==> src/apm_pkg.sv <==
`timescale 1ns / 1ps
// Shared types and constants of the audio peak level meter.
// Used by every module under src; depends on nothing.
package apm_pkg;

  localparam int SAMPLE_SIZE_W   = 6;
  localparam int SAMPLE_KIND_W   = 2;
  localparam int CHANNEL_COUNT_W = 4;
  localparam int CFG_INDEX_W     = 2;
  localparam int CFG_DATA_W      = 6;

  localparam int PEAK_W  = 32;
  localparam int LEVEL_W = 18;

  // Register indexes on the configuration port.
  localparam logic [CFG_INDEX_W-1:0] REG_SAMPLE_SIZE     = 2'd0;
  localparam logic [CFG_INDEX_W-1:0] REG_SAMPLE_KIND     = 2'd1;
  localparam logic [CFG_INDEX_W-1:0] REG_CHANNEL_COUNT   = 2'd2;
  localparam logic [CFG_INDEX_W-1:0] REG_CAPTURE_ENABLED = 2'd3;

  localparam logic [SAMPLE_SIZE_W-1:0]   SAMPLE_SIZE_RESET   = 6'd16;
  localparam logic [SAMPLE_KIND_W-1:0]   SAMPLE_KIND_RESET   = 2'd0;
  localparam logic [CHANNEL_COUNT_W-1:0] CHANNEL_COUNT_RESET = 4'd2;

  // Sample kinds.
  localparam logic [SAMPLE_KIND_W-1:0] KIND_SIGNED   = 2'd0;
  localparam logic [SAMPLE_KIND_W-1:0] KIND_UNSIGNED = 2'd1;
  localparam logic [SAMPLE_KIND_W-1:0] KIND_FLOAT    = 2'd2;
  localparam logic [SAMPLE_KIND_W-1:0] KIND_OTHER    = 2'd3;

  // Level saturates at 2.0 in Q2.16.
  localparam logic [LEVEL_W-1:0] LEVEL_SAT = 18'd131072;

  // Quotient bits produced by the divider, one per cycle.
  localparam int DIV_STEPS = 17;

  localparam int JOB_QUEUE_DEPTH = 2;

  typedef enum logic [1:0] {
    SZ_NONE,
    SZ_8,
    SZ_16,
    SZ_32
  } size_code_t;

  typedef struct packed {
    logic [SAMPLE_SIZE_W-1:0]   sample_size;
    logic [SAMPLE_KIND_W-1:0]   sample_kind;
    logic [CHANNEL_COUNT_W-1:0] channel_count;
    logic                       capture_enabled;
  } cfg_t;

  // One finished buffer, handed from the byte front end to the divider.
  typedef struct packed {
    logic              active;
    size_code_t        size;
    logic              unsigned_scale;
    logic [PEAK_W-1:0] peak;
  } job_t;

  typedef struct packed {
    logic empty;
    logic full;
  } queue_status_t;

endpackage

==> src/apm_queue.sv <==
`timescale 1ns / 1ps
// Short request queue between the byte front end and the level divider.
// Depends on apm_pkg for the job type and the queue depth.
module apm_queue
  import apm_pkg::*;
(
  input  logic          clk,
  input  logic          rst,
  input  logic          push,
  input  job_t          push_job,
  input  logic          pop,
  output job_t          pop_job,
  output queue_status_t status
);

  localparam int PTR_W = (JOB_QUEUE_DEPTH > 1) ? $clog2(JOB_QUEUE_DEPTH) : 1;
  localparam int CNT_W = $clog2(JOB_QUEUE_DEPTH + 1);

  job_t             entries [JOB_QUEUE_DEPTH];
  logic [PTR_W-1:0] wr_ptr;
  logic [PTR_W-1:0] rd_ptr;
  logic [CNT_W-1:0] count;

  function automatic logic [PTR_W-1:0] ptr_inc(input logic [PTR_W-1:0] p);
    if (p == PTR_W'(JOB_QUEUE_DEPTH - 1)) begin
      return '0;
    end
    return p + 1'b1;
  endfunction

  assign status.empty = (count == '0);
  assign status.full  = (count == CNT_W'(JOB_QUEUE_DEPTH));
  assign pop_job      = entries[rd_ptr];

  always_ff @(posedge clk) begin
    if (push) begin
      entries[wr_ptr] <= push_job;
    end
  end

  always_ff @(posedge clk) begin
    if (rst) begin
      wr_ptr <= '0;
      rd_ptr <= '0;
      count  <= '0;
    end else begin
      if (push) begin
        wr_ptr <= ptr_inc(wr_ptr);
      end
      if (pop) begin
        rd_ptr <= ptr_inc(rd_ptr);
      end
      if (push && !pop) begin
        count <= count + 1'b1;
      end else if (pop && !push) begin
        count <= count - 1'b1;
      end
    end
  end

  a_no_overflow: assert property (@(posedge clk) disable iff (rst)
    push |-> (!status.full || pop))
    else $error("request pushed into a full queue");

  a_no_underflow: assert property (@(posedge clk) disable iff (rst)
    pop |-> !status.empty)
    else $error("request popped from an empty queue");

endmodule

==> src/apm_front.sv <==
`timescale 1ns / 1ps
// Byte front end: assembles samples, takes magnitudes and tracks the frame
// and buffer peaks. Depends on apm_pkg; feeds apm_queue.
module apm_front
  import apm_pkg::*;
#(
  parameter int MAX_CHANNELS = 8
) (
  input  logic        clk,
  input  logic        rst,
  input  cfg_t        cfg,
  input  logic        accept,
  input  logic [7:0]  data_byte,
  input  logic        buffer_end,
  output logic        push,
  output job_t        push_job
);

  localparam int POS_W = (MAX_CHANNELS > 1) ? $clog2(MAX_CHANNELS) : 1;
  localparam int CNT_W = ($clog2(MAX_CHANNELS + 1) > CHANNEL_COUNT_W) ?
                         $clog2(MAX_CHANNELS + 1) : CHANNEL_COUNT_W;

  logic [31:0]       sample_shift;
  logic [1:0]        byte_position;
  logic [POS_W-1:0]  channel_position;
  logic [PEAK_W-1:0] frame_peak;
  logic [PEAK_W-1:0] buffer_peak;

  logic [31:0]       sample_shift_next;
  logic [1:0]        byte_position_next;
  logic [POS_W-1:0]  channel_position_next;
  logic [PEAK_W-1:0] frame_peak_next;
  logic [PEAK_W-1:0] buffer_peak_next;

  size_code_t        size;
  logic [2:0]        nbytes;
  logic [CNT_W-1:0]  chan_eff;
  logic [CNT_W-1:0]  count_ext;
  logic [31:0]       shift_or;
  logic [31:0]       raw;
  logic [PEAK_W-1:0] mag;
  logic [PEAK_W-1:0] frame_upd;
  logic [PEAK_W-1:0] buffer_upd;
  logic [PEAK_W-1:0] peak_at_end;
  logic              sample_done;
  logic              frame_done;

  // |x| * 2^31 of a single-precision float, truncated and saturated.
  function automatic logic [31:0] float_mag(input logic [31:0] bits);
    logic [7:0]  e;
    logic [22:0] m;
    logic [23:0] mant;
    logic [7:0]  sh;
    e    = bits[30:23];
    m    = bits[22:0];
    mant = {1'b1, m};
    if (e == 8'hff) begin
      return (m != '0) ? 32'd0 : 32'hffff_ffff;
    end
    if (e == 8'd0) begin
      return 32'd0;
    end
    if (e >= 8'd119) begin
      sh = e - 8'd119;
      if (sh > 8'd8) begin
        return 32'hffff_ffff;
      end
      return 32'(mant) << sh[3:0];
    end
    sh = 8'd119 - e;
    if (sh >= 8'd24) begin
      return 32'd0;
    end
    return 32'(mant) >> sh[4:0];
  endfunction

  function automatic logic [PEAK_W-1:0] sample_mag(input logic [31:0] r,
                                                   input size_code_t sz,
                                                   input logic [SAMPLE_KIND_W-1:0] kind);
    logic [PEAK_W-1:0] res;
    res = r;
    case (kind)
      KIND_UNSIGNED: res = r;
      KIND_FLOAT:    res = (sz == SZ_32) ? float_mag(r) : '0;
      KIND_OTHER:    res = '0;
      default: begin
        // The most negative 8- or 16-bit value keeps a carry above its width.
        case (sz)
          SZ_8:    res = r[7] ? 32'(9'h100 - {1'b0, r[7:0]}) +
                                ((r[7:0] == 8'h80) ? 32'h100 : 32'h0) : r;
          SZ_16:   res = r[15] ? 32'(17'h1_0000 - {1'b0, r[15:0]}) +
                                 ((r[15:0] == 16'h8000) ? 32'h1_0000 : 32'h0) : r;
          default: res = r[31] ? (32'd0 - r) : r;
        endcase
      end
    endcase
    return res;
  endfunction

  always_comb begin
    unique case (cfg.sample_size)
      6'd8:    size = SZ_8;
      6'd16:   size = SZ_16;
      6'd32:   size = SZ_32;
      default: size = SZ_NONE;
    endcase
  end

  always_comb begin
    unique case (size)
      SZ_8:    nbytes = 3'd1;
      SZ_16:   nbytes = 3'd2;
      SZ_32:   nbytes = 3'd4;
      default: nbytes = 3'd0;
    endcase
  end

  // A count of zero means one channel; counts past the limit are clamped.
  always_comb begin
    count_ext = CNT_W'(cfg.channel_count);
    if (count_ext == '0) begin
      chan_eff = CNT_W'(1);
    end else if (count_ext > CNT_W'(MAX_CHANNELS)) begin
      chan_eff = CNT_W'(MAX_CHANNELS);
    end else begin
      chan_eff = count_ext;
    end
  end

  always_comb begin
    shift_or    = sample_shift | (32'(data_byte) << {byte_position, 3'b000});
    sample_done = ({1'b0, byte_position} + 3'd1) >= nbytes;
    frame_done  = (CNT_W'(channel_position) + CNT_W'(1)) >= chan_eff;

    case (size)
      SZ_8:    raw = {24'd0, shift_or[7:0]};
      SZ_16:   raw = {16'd0, shift_or[15:0]};
      default: raw = shift_or;
    endcase

    mag        = sample_mag(raw, size, cfg.sample_kind);
    frame_upd  = (mag > frame_peak) ? mag : frame_peak;
    buffer_upd = (frame_upd > buffer_peak) ? frame_upd : buffer_peak;

    sample_shift_next     = sample_shift;
    byte_position_next    = byte_position;
    channel_position_next = channel_position;
    frame_peak_next       = frame_peak;
    buffer_peak_next      = buffer_peak;

    if (accept && size != SZ_NONE) begin
      if (sample_done) begin
        sample_shift_next  = '0;
        byte_position_next = '0;
        if (frame_done) begin
          buffer_peak_next      = buffer_upd;
          frame_peak_next       = '0;
          channel_position_next = '0;
        end else begin
          frame_peak_next       = frame_upd;
          channel_position_next = channel_position + 1'b1;
        end
      end else begin
        sample_shift_next  = shift_or;
        byte_position_next = byte_position + 2'd1;
      end
    end

    peak_at_end = buffer_peak_next;

    // A buffer end drops any partial sample or frame.
    if (accept && buffer_end) begin
      sample_shift_next     = '0;
      byte_position_next    = '0;
      channel_position_next = '0;
      frame_peak_next       = '0;
      buffer_peak_next      = '0;
    end
  end

  assign push                    = accept && buffer_end;
  assign push_job.active         = cfg.capture_enabled && (size != SZ_NONE);
  assign push_job.size           = size;
  assign push_job.unsigned_scale = (cfg.sample_kind == KIND_UNSIGNED);
  assign push_job.peak           = peak_at_end;

  always_ff @(posedge clk) begin
    if (rst) begin
      sample_shift     <= '0;
      byte_position    <= '0;
      channel_position <= '0;
      frame_peak       <= '0;
      buffer_peak      <= '0;
    end else begin
      sample_shift     <= sample_shift_next;
      byte_position    <= byte_position_next;
      channel_position <= channel_position_next;
      frame_peak       <= frame_peak_next;
      buffer_peak      <= buffer_peak_next;
    end
  end

  a_clear_after_end: assert property (@(posedge clk) disable iff (rst)
    (accept && buffer_end) |=> (byte_position == '0 && channel_position == '0 &&
                                frame_peak == '0 && buffer_peak == '0))
    else $error("front state not cleared after a buffer end");

endmodule

==> src/apm_back.sv <==
`timescale 1ns / 1ps
// Level back end: divides the buffer peak by full scale one quotient bit per
// cycle, holds the last level and registers the result. Depends on apm_pkg.
module apm_back
  import apm_pkg::*;
(
  input  logic               clk,
  input  logic               rst,
  input  queue_status_t      status,
  input  job_t               pop_job,
  output logic               pop,
  output logic               out_valid,
  input  logic               out_stall,
  output logic [LEVEL_W-1:0] level_q16,
  output logic [PEAK_W-1:0]  peak_value
);

  localparam int STEP_W = $clog2(DIV_STEPS);

  typedef enum logic {
    ST_IDLE,
    ST_DIV
  } state_t;

  state_t              state;
  logic [31:0]         rem;
  logic [31:0]         divisor;
  logic [DIV_STEPS-1:0] quo;
  logic [STEP_W-1:0]   step;
  logic [PEAK_W-1:0]   peak_hold;
  logic [LEVEL_W-1:0]  held_level;

  logic [31:0]         scale;
  logic                sat;
  logic [32:0]         trial;
  logic                ge;
  logic [31:0]         rem_next;
  logic [DIV_STEPS-1:0] quo_next;

  function automatic logic [31:0] full_scale(input size_code_t sz, input logic uns);
    logic [31:0] s;
    unique case (sz)
      SZ_8:    s = uns ? 32'd255 : 32'd127;
      SZ_16:   s = uns ? 32'd65535 : 32'd32767;
      SZ_32:   s = uns ? 32'hffff_ffff : 32'h7fff_ffff;
      default: s = 32'd0;
    endcase
    return s;
  endfunction

  assign pop   = (state == ST_IDLE) && !status.empty && (!out_valid || !out_stall);
  assign scale = full_scale(pop_job.size, pop_job.unsigned_scale);
  // Quotient would reach 2.0 or more.
  assign sat   = {1'b0, pop_job.peak} >= {scale, 1'b0};

  // The first step works on the peak itself, later ones on the doubled remainder.
  always_comb begin
    trial    = (step == '0) ? {1'b0, rem} : {rem, 1'b0};
    ge       = trial >= {1'b0, divisor};
    rem_next = ge ? 32'(trial - {1'b0, divisor}) : trial[31:0];
    quo_next = {quo[DIV_STEPS-2:0], ge};
  end

  always_ff @(posedge clk) begin
    if (rst) begin
      state      <= ST_IDLE;
      out_valid  <= 1'b0;
      held_level <= '0;
      step       <= '0;
    end else begin
      unique case (state)
        ST_IDLE: begin
          if (pop && !pop_job.active) begin
            out_valid  <= 1'b1;
            level_q16  <= held_level;
            peak_value <= '0;
          end else if (pop && sat) begin
            out_valid  <= 1'b1;
            held_level <= LEVEL_SAT;
            level_q16  <= LEVEL_SAT;
            peak_value <= pop_job.peak;
          end else begin
            if (out_valid && !out_stall) begin
              out_valid <= 1'b0;
            end
            if (pop) begin
              rem       <= pop_job.peak;
              divisor   <= scale;
              quo       <= '0;
              step      <= '0;
              peak_hold <= pop_job.peak;
              state     <= ST_DIV;
            end
          end
        end
        ST_DIV: begin
          // The result register is always empty here, see a_div_no_result.
          rem  <= rem_next;
          quo  <= quo_next;
          step <= step + 1'b1;
          if (step == STEP_W'(DIV_STEPS - 1)) begin
            out_valid  <= 1'b1;
            held_level <= LEVEL_W'(quo_next);
            level_q16  <= LEVEL_W'(quo_next);
            peak_value <= peak_hold;
            state      <= ST_IDLE;
          end
        end
        default: state <= ST_IDLE;
      endcase
    end
  end

  a_div_no_result: assert property (@(posedge clk) disable iff (rst)
    (state == ST_DIV) |-> !out_valid)
    else $error("result register busy while dividing");

  a_level_range: assert property (@(posedge clk) disable iff (rst)
    out_valid |-> (level_q16 <= LEVEL_SAT))
    else $error("level above saturation");

endmodule

==> src/audio_peak_level_meter.sv <==
`timescale 1ns / 1ps
// Audio peak level meter, top level. Holds the configuration registers and
// joins apm_front, apm_queue and apm_back. Depends on apm_pkg.
//
// Input channel: one raw buffer byte per request (data_byte), buffer_end high
// on the buffer's last byte. A byte is taken on a clock edge where in_valid
// is high and in_stall is low; the front end takes one byte per such cycle.
// in_stall rises only when the two-entry queue of finished buffers is full.
// Output channel: one result per buffer end, level_q16 (Q2.16, up to 2.0)
// and peak_value, taken where out_valid is high and out_stall is low.
// Buffer ends go through the queue; the back end registers the result at once
// when metering is off or the level saturates, else its restoring divider
// yields one quotient bit per cycle and takes no new buffer meanwhile. While
// the receiver stalls, the result register holds and further buffer ends wait
// in the queue; bytes keep flowing until it fills. Configuration must be
// written through cfg_write, cfg_index and cfg_data only while the block is
// idle; the block does not enforce it. Synchronous reset restores the register
// defaults (16-bit signed, two channels, capture off), empties the queue,
// clears the held level and drops any partial sample, frame or result.
module audio_peak_level_meter
  import apm_pkg::*;
#(
  parameter int MAX_CHANNELS = 8
) (
  input  logic                   clk,
  input  logic                   rst,
  input  logic                   cfg_write,
  input  logic [CFG_INDEX_W-1:0] cfg_index,
  input  logic [CFG_DATA_W-1:0]  cfg_data,
  input  logic                   in_valid,
  output logic                   in_stall,
  input  logic [7:0]             data_byte,
  input  logic                   buffer_end,
  output logic                   out_valid,
  input  logic                   out_stall,
  output logic [LEVEL_W-1:0]     level_q16,
  output logic [PEAK_W-1:0]      peak_value
);

  cfg_t          cfg;
  logic          accept;
  logic          push;
  job_t          push_job;
  logic          pop;
  job_t          pop_job;
  queue_status_t status;

  always_ff @(posedge clk) begin
    if (rst) begin
      cfg.sample_size     <= SAMPLE_SIZE_RESET;
      cfg.sample_kind     <= SAMPLE_KIND_RESET;
      cfg.channel_count   <= CHANNEL_COUNT_RESET;
      cfg.capture_enabled <= 1'b0;
    end else if (cfg_write) begin
      unique case (cfg_index)
        REG_SAMPLE_SIZE:     cfg.sample_size     <= cfg_data[SAMPLE_SIZE_W-1:0];
        REG_SAMPLE_KIND:     cfg.sample_kind     <= cfg_data[SAMPLE_KIND_W-1:0];
        REG_CHANNEL_COUNT:   cfg.channel_count   <= cfg_data[CHANNEL_COUNT_W-1:0];
        REG_CAPTURE_ENABLED: cfg.capture_enabled <= cfg_data[0];
        default: ;
      endcase
    end
  end

  assign in_stall = status.full;
  assign accept   = in_valid && !in_stall;

  apm_front #(
    .MAX_CHANNELS(MAX_CHANNELS)
  ) u_front (
    .clk       (clk),
    .rst       (rst),
    .cfg       (cfg),
    .accept    (accept),
    .data_byte (data_byte),
    .buffer_end(buffer_end),
    .push      (push),
    .push_job  (push_job)
  );

  apm_queue u_queue (
    .clk     (clk),
    .rst     (rst),
    .push    (push),
    .push_job(push_job),
    .pop     (pop),
    .pop_job (pop_job),
    .status  (status)
  );

  apm_back u_back (
    .clk       (clk),
    .rst       (rst),
    .status    (status),
    .pop_job   (pop_job),
    .pop       (pop),
    .out_valid (out_valid),
    .out_stall (out_stall),
    .level_q16 (level_q16),
    .peak_value(peak_value)
  );

endmodule

==> config.mk <==
export PLATFORM = sky130hd
export DESIGN_NAME = audio_peak_level_meter
export DESIGN_NICKNAME = d
export VERILOG_FILES = /design/src/apm_pkg.sv /design/src/apm_queue.sv /design/src/apm_front.sv /design/src/apm_back.sv /design/src/audio_peak_level_meter.sv
export SDC_FILE = /design/constraint.sdc
export NUM_CORES = 1
export LEC_CHECK = 0
export BUFFER_PORTS_ARGS = -buffer_cell sky130_fd_sc_hd__clkbuf_2
export CAP_MARGIN = 20
export CORE_ASPECT_RATIO = 1.2
export CORE_MARGIN = 2
export CORE_UTILIZATION = 40
export CTS_CLUSTER_DIAMETER = 30
export CTS_CLUSTER_SIZE = 16
export DETAILED_ROUTE_END_ITERATION = 16
export SETUP_SLACK_MARGIN = 0.15
export SLEW_MARGIN = 0
export SYNTH_ARGS = -nofsm -noshare
export SYNTH_HDL_FRONTEND = slang
export SYNTH_SLANG_ARGS = --single-unit
export TNS_END_PERCENT = 1
==> constraint.sdc <==
create_clock -name clk -period 23.1 [get_ports clk]
set_clock_uncertainty 0.1 [all_clocks]
set_input_delay 1.155 -clock clk [delete_from_list [all_inputs] [get_ports clk]]
set_output_delay 1.155 -clock clk [all_outputs]
set_load 0.02 [all_outputs]
==> run metrics, run 1 <==
Starting Density=40.4%; Core Rows=99; wire per inst=24.2 µm; Top FF cell, synth=edfxtp_1; top cells by area, synth=edfxtp_1 (25%), dfxtp_1 (12%), ha_1 (7.8%); LEAKAGE=11.3 nW; # H-tree levels=3; async set-reset flop share out of synthesis=0%; number of remaining DRC errors=0; area share of the largest cell type after synthesis=25.4%; Post-CTS Setup Bufs=0; critical path arrival=13.62 ns; RSZ-0062 raised after global routing=no; warning count from the yosys run=0; DIE AREA=63,500 µm²; Required @ worst endpoint=23.35 ns; Seq/Total Area, Yosys=37.1%; Routed WL=87.3 mm; clock root cell=clkbuf_16; Yosys top cell by area=edfxtp_1; DR iter-0 viols=1,895; synthesized flop and latch total=352; CTS-repair resized insts=0; io pins=74; status=finished clean; P&R area growth vs syn=16.7%; number of library cell types mapped by synthesis=111; WP depth=34; Sink Count=352; slew margin rel.=24.1%; first-pass GRT wire length=133 mm; peak supply drop=0.0000659 V; maximum clock path buffer count=3; Post-Synthesis Cells=2,690; Crit Reg-Reg Startpoint=cfg[7]; Critical path origin=cfg[7]; crit path capture type=flop; flop-to-flop setup slack=9.73 ns; Final ANT Viol Nets=0; Syn Area/Cell=9.14 µm²; Post-Syn Area=24,600 µm²; worst reg2reg path endpoint=u_queue.entries[1][21]; final period utilization=57.9%; fin nets=2,916; max-slew violation count=0; crit-path leading delay family=simple AND/OR/NAND/NOR gates; Congestion Overflow GR=0; Final TNS setup=0 ns; HP Class=flop to flop; final setup fails=0; fmax=74.8 MHz; vias in the first global route=22,300; initial antenna violation count=1; Worst setup SP type=flop; Core ar.=60,800 µm²; IO buf count=73; vias=22,100; Setup Crit Path Kind=flop to flop; DRT Pass-1 Iters=6; Clock transition at path regs=0.05 ns; routability congestion estimate=1.05; EDFF count, synth=208; hold buffer count at cts=0; die height=276 µm; min Tclk post-route=13.37 ns; ANT cells=0; worst-path fanout max=39; worst setup path end=u_queue.entries[1][21]; total CTS buffers=78; CTS tree=built; largest net degree at the start of global routing=99; layout cells sized above 1=16.4%; Die Span X=230 µm; Vias per Instance=6.13; GRT Util Overall=27.3%; PwrDens=117 nW/µm²; reg2reg path depth=34; syn nets=2,867; actual slew at the worst max-slew pin=1.14 ns; slowest stage delay, CP=0.89 ns; Post-DP HPWL=64.8 mm; Clock Latency Late Sink=0.63 ns; fill count=5,739; slowest CP cell=a32oi_1; final hold vios=0; worst path bufs/invs=6; Tot Pwr=3.37 mW; max cap viols=0
-- layout make-up --
| class | instances | area, µm² | share of cell area [%] |
|---|---|---|---|
| multi-input combinational | 2037 | 14300 | 49.9 |
| sequential | 352 | 9130 | 31.9 |
| clock buffer | 88 | 2060 | 7.19 |
| tap | 808 | 1010 | 3.53 |
| clock inverter | 58 | 820 | 2.86 |
| timing repair buffer | 125 | 783 | 2.73 |
| inverter | 145 | 544 | 1.90 |
-- registers in the layout, indices dropped and copies added (netlist names), named ones only --
name                      count
cfg                          13
u_back.divisor                6
u_back.held_level            18
u_back.level_q16             18
u_back.out_valid              1
u_back.peak_hold             32
u_back.peak_value            32
u_back.quo                   16
u_back.rem                   32
u_back.state                  1
u_back.step                   5
u_front.buffer_peak          32
u_front.byte_position         2
u_front.channel_position      3
u_front.frame_peak           32
u_front.sample_shift         32
u_queue.count                 2
u_queue.entries              72
u_queue.rd_ptr                1
u_queue.wr_ptr                1
-- metal layers --
metal  vias to the layer above  routed length [µm]  GRT usage, %
met5                         -                   0             0
met4                         0                6730          19.7
met3                       308                5280          5.13
met2                       913               42500          47.6
met1                     10700               32800          29.8
li1                      10200                   -             -
-- kinds of logic (layout without fill, tap and decap cells) --
logic type	Yosys count	in the layout	share of synthesized area, %
AOI/OAI and AO/OA	816	816	23.2
xor gates and xnor gates	47	47	1.67
adders and majority gates	155	155	7.92
buffers and inverters	301	416	4.83
DFF	352	352	37.1
muxes	178	178	8.51
and+or+nand+nor	841	841	16.7
-- report_power, final --
group / switching (mW) / leakage (nW) / total [mW] / internal [mW]
registers: 0.0396 / 3.11 / 0.846 / 0.806
clock network: 0.400 / 1.38 / 1.20 / 0.801
logic: 0.853 / 6.80 / 1.32 / 0.470
-- worst min path at each step --
stage	start	to	slack, ns	depth (start not counted)
3_5_place_dp	u_back.held_level[6]	u_back.held_level[6]	0.36	1
4_1_cts	u_front.frame_peak[7]	u_front.frame_peak[7]	0.37	2
2_1_floorplan	u_front.sample_shift[29]	u_front.sample_shift[29]	0.34	2
5_1_grt	u_front.frame_peak[7]	u_front.frame_peak[7]	0.38	2
6_report	u_front.frame_peak[7]	u_front.frame_peak[7]	0.37	2
3_3_place_gp	u_back.held_level[16]	u_back.held_level[16]	0.35	1
-- worst min-delay path: cells and delay by family, from the launching register on --
kind	cells	cell delay [ns]
flops	1	0.31
simple gates	1	0.05
compound gates	1	0.05
-- metrics by stage --
step                std cells  cell area [µm²]  setup slack, ns  utilization, %  hold WS [ns]
finish                   3613            28700             9.73            47.1         0.366
global route             3613            28700             8.98            47.1         0.384
CTS                      3612            28700             9.95            47.1         0.367
detailed placement       3466            25800            10.03            42.4         0.358
global placement         3463            25700            10.23            42.3         0.350
floorplan                2690            24600            13.25               -         0.341
-- placed cells by master (no fill, tap or decap), types with 48 or more instances in the layout --
cell type    n
nand3_1     54
dfxtp_1    142
mux2_2      82
nor3_1      89
a21o_1      51
nand2_1    218
nor2_1     244
a21oi_1    187
o21ai_0    138
edfxtp_1   208
clkbuf_16   79
mux2i_1     78
inv_1      131
buf_4       48
clkbuf_2    73
a22o_1      49
a31oi_1     52
ha_1       153
-- synth_stat cells (all sizes together) (15+ instances only) --
master and count:
nand2 220, and3 18, ha 154, o22ai 18, nor4 15, o211ai 22, a22o 49, a211oi 54
o31ai 24, o21a 20, a21o 52, nand4 34, a21oi 190, clkbuf 110, dfxtp 144, mux2 82
buf 46, or2 25, nand3 54, nor3 92, inv 139, mux2i 80, xnor2 28, edfxtp 208
mux4 16, and3b 15, and2 44, a22oi 20, o21ai 159, a2111oi 16, a31oi 54, xor2 19
nor2 255, or3 15
No activity file was read; power rests on OpenSTA's default activity.
==> run 2: changes to the inputs <==
--- a/config.mk
+++ b/config.mk
@@ -5,6 +5,7 @@
 export SDC_FILE = /design/constraint.sdc
 export NUM_CORES = 1
 export LEC_CHECK = 0
+export ABC_AREA = 1
 export BUFFER_PORTS_ARGS = -buffer_cell sky130_fd_sc_hd__clkbuf_2
 export CAP_MARGIN = 20
 export CORE_ASPECT_RATIO = 1.2
==> constraint.sdc (replaced) <==
create_clock -name clk -period 12.75 [get_ports clk]
set_clock_uncertainty 0.1 [all_clocks]
set_input_delay 0.6375 -clock clk [delete_from_list [all_inputs] [get_ports clk]]
set_output_delay 0.6375 -clock clk [all_outputs]
set_load 0.02 [all_outputs]
==> run metrics, run 2 <==
Seq/Total Area, Yosys=38.3% (was 37.1%); number of remaining DRC errors=0 (unchanged); synth cell count leaders=nand2_1 (927), nand3_1 (406), inv_1 (331), edfxtp_1 (208), a21oi_1 (206) (was nor2_1 (248), nand2_1 (219), edfxtp_1 (208), a21oi_1 (187), ha_1 (154)); ANT cells=0 (unchanged); top-count cell post-synth=nand2_1 (was nor2_1); Syn Area/Cell=7.36 µm² (was 9.14 µm²); most frequent cells in the layout=nand2_1 (927), nand3_1 (406), inv_1 (329) (was nor2_1 (244), nand2_1 (218), edfxtp_1 (208)); flop-to-flop setup slack=2.64 ns (was 9.73 ns); io pins=74 (unchanged); area share of the largest cell type after synthesis=26.2% (was 25.4%); RSZ-0062 raised after global routing=no (unchanged); Clock transition at path regs=0.05 ns (about the same); final hold slack=0.180 ns (was 0.366 ns); commonest non-fill, non-tap cell in the layout=nand2_1 (was nor2_1); Sink Count=352 (unchanged); vias=22,200 (was 22,100); number of library cell types mapped by synthesis=57 (was 111); P&R area growth vs syn=15.8% (was 16.7%); Synth Area in Simple Gates=29.7% (was 16.7%); Net Sw Frac=41.9% (was 38.4%); final hold vios=0 (unchanged); slew margin rel.=25.4% (was 24.1%); CTS-repair resized insts=0 (unchanged); Final Core Density=46.6% (was 47.1%); vias in the first global route=21,400 (was 22,300); cell mode on critical path=nand2_1; top cells by area, synth=edfxtp_1 (26%), nand2_1 (15%), dfxtp_1 (12%) (was edfxtp_1 (25%), dfxtp_1 (12%), ha_1 (7.8%)); routability congestion estimate=1.07 (was 1.05); Final ANT Viol Nets=0 (unchanged); peak supply drop=0.000108 V (was 0.0000659 V); max cap viols=0 (unchanged); hold buffer count at cts=0 (unchanged); # H-tree levels=3 (unchanged); actual slew at the worst max-slew pin=1.12 ns (was 1.14 ns); crit path capture type=flop (unchanged); layout cells sized above 1=10.7% (was 16.4%); max-slew violation count=0 (unchanged); syn nets=3,416 (was 2,867); internal power=3.73 mW (was 2.08 mW); Final TNS setup=0 ns (unchanged); LEAKAGE=12.2 nW (was 11.3 nW); Post-CTS Setup Bufs=0 (unchanged); Setup Crit Path Kind=flop to flop (unchanged); max reg flops=72 (unchanged); final period utilization=79.3% (was 57.9%); async set-reset flop share out of synthesis=0% (unchanged); die height=271 µm (was 276 µm); Required @ worst endpoint=12.99 ns (was 23.35 ns); first-pass GRT wire length=119 mm (was 133 mm); clock root cell=clkbuf_16 (unchanged); final setup fails=0 (unchanged); multi-input logic area=12,800 µm² (was 14,300 µm²); largest family of logic cells by synthesized area=simple AND/OR/NAND/NOR gates (was compound AO/OA/AOI/OAI gates); Core Rows=98 (was 99); worst-path fanout max=45 (was 39); Synth Area in XOR/XNOR=1.25% (was 1.67%); wire per inst=18.4 µm (was 24.2 µm); min Tclk post-route=10.11 ns (was 13.37 ns); Gate power share=44.4% (was 39.3%); fin nets=3,470 (was 2,916); Post-Synth Adder-Cell Area=8.17% (was 7.92%); Post-DP HPWL=57.7 mm (was 64.8 mm); compound-gate portion of the synthesized area=12.8% (was 23.2%); slowest stage delay, CP=0.78 ns (was 0.89 ns); Top FF cell, synth=edfxtp_1 (unchanged); synthesized flop and latch total=352 (unchanged); EDFF count, synth=208 (unchanged); Core ar.=59,200 µm² (was 60,800 µm²); Worst setup SP type=flop (unchanged); mux share of post-synthesis cell area=1.76% (was 8.51%); DRT Pass-1 Iters=6 (unchanged); Yosys top cell by area=edfxtp_1 (unchanged); total CTS buffers=74 (was 78); Starting Density=40.2% (was 40.4%); Post-Syn Area=23,800 µm² (was 24,600 µm²); Psw=2.69 mW (was 1.29 mW); Routed WL=76.4 mm (was 87.3 mm); HP Class=input port to flop (was flop to flop); fmax=98.9 MHz (was 74.8 MHz); warning count from the yosys run=0 (unchanged); Tot Pwr=6.41 mW (was 3.37 mW); PwrDens=232 nW/µm² (was 117 nW/µm²); Vias per Instance=5.35 (was 6.13); slowest CP cell=inv_1 (was a32oi_1); fill count=6,032 (was 5,739); CTS tree=built (unchanged); IO buf count=73 (unchanged); GRT Util Overall=24.8% (was 27.3%); DR iter-0 viols=1,625 (was 1,895); FF+latch area=9130 µm² (about the same); status=finished clean (unchanged); Post-Synthesis Cells=3,239 (was 2,690); Clk pwr share=30.7% (was 35.6%); DIE AREA=61,500 µm² (was 63,500 µm²); critical path arrival=10.35 ns (was 13.62 ns); sequential share of power=24.9% (was 25.1%); Largest Register=u_queue.entries (unchanged); maximum clock path buffer count=3 (unchanged); Clock Latency Late Sink=0.63 ns (about the same); Die Span X=227 µm (was 230 µm); Congestion Overflow GR=0 (unchanged); initial antenna violation count=0 (was 1); largest net degree at the start of global routing=70 (was 99)
-- run 2: kinds of logic (layout without fill, tap and decap cells) --
kind of cell,after synthesis,count (layout)
AOI/OAI and AO/OA,547,547
xor gates and xnor gates,34,34
adders and majority gates,155,155
buffers and inverters,485,600
DFF,352,352
muxes,38,38
and+or+nand+nor,1628,1628
-- run 2: critical path, delay by kind of cell, from the launching register on --
kind                     cells  cell delay, ns
AND/OR/NAND/NOR             24            4.91
buffers and inverters       10            3.11
adder cells (fa/ha/maj)      4            1.07
flip-flops                   1            0.30
XOR/XNOR                     1            0.16
AO/OA/AOI/OAI                2            0.09
-- run 2: routing by layer --
metal	up-vias	wire, µm	GRT usage (%)
met4	0	4830	14.9
met3	217	4250	4.32
met1	10200	31700	29.9
li1	11100	-	-
met2	713	35700	41.2
met5	-	0	0
-- run 2: area by class of cell --
class,count,area share [%]
inverters,357,4.87
clock buffers,91,7.31
clock inverters,46,2.21
flip-flops and latches,352,33.1
multi-input cells,2402,46.5
repair buffers,106,2.40
well taps,800,3.63
-- run 2: per-stage QoR --
stage	worst slack [ns]	std cells	instance area [µm²]
CTS	2.54	4150	27500
finish	2.64	4154	27600
global placement	2.64	4013	24900
global route	1.65	4154	27600
detailed placement	2.61	4013	24900
floorplan	4.80	3239	23800
-- run 2: final timing paths --
check                      start                     end  cells past startpoint
setup / recovery          cfg[7]  u_queue.entries[0][27]                     41
hold / removal       cfg_data[4]                 cfg[11]                      3
setup reg to reg          cfg[7]  u_queue.entries[0][27]                     41
hold reg to reg   u_queue.rd_ptr                    flop                      1
-- run 2: power groups by stage --
stage,logic [mW],clock network (mW),registers (mW)
after global routing,3.22,2.06,1.62
after detailed placement,2.82,0,1.62
final,2.85,1.97,1.60
after floorplan,1.98,0,1.70
after CTS,2.84,2.00,1.60
after global placement,2.81,0,1.62
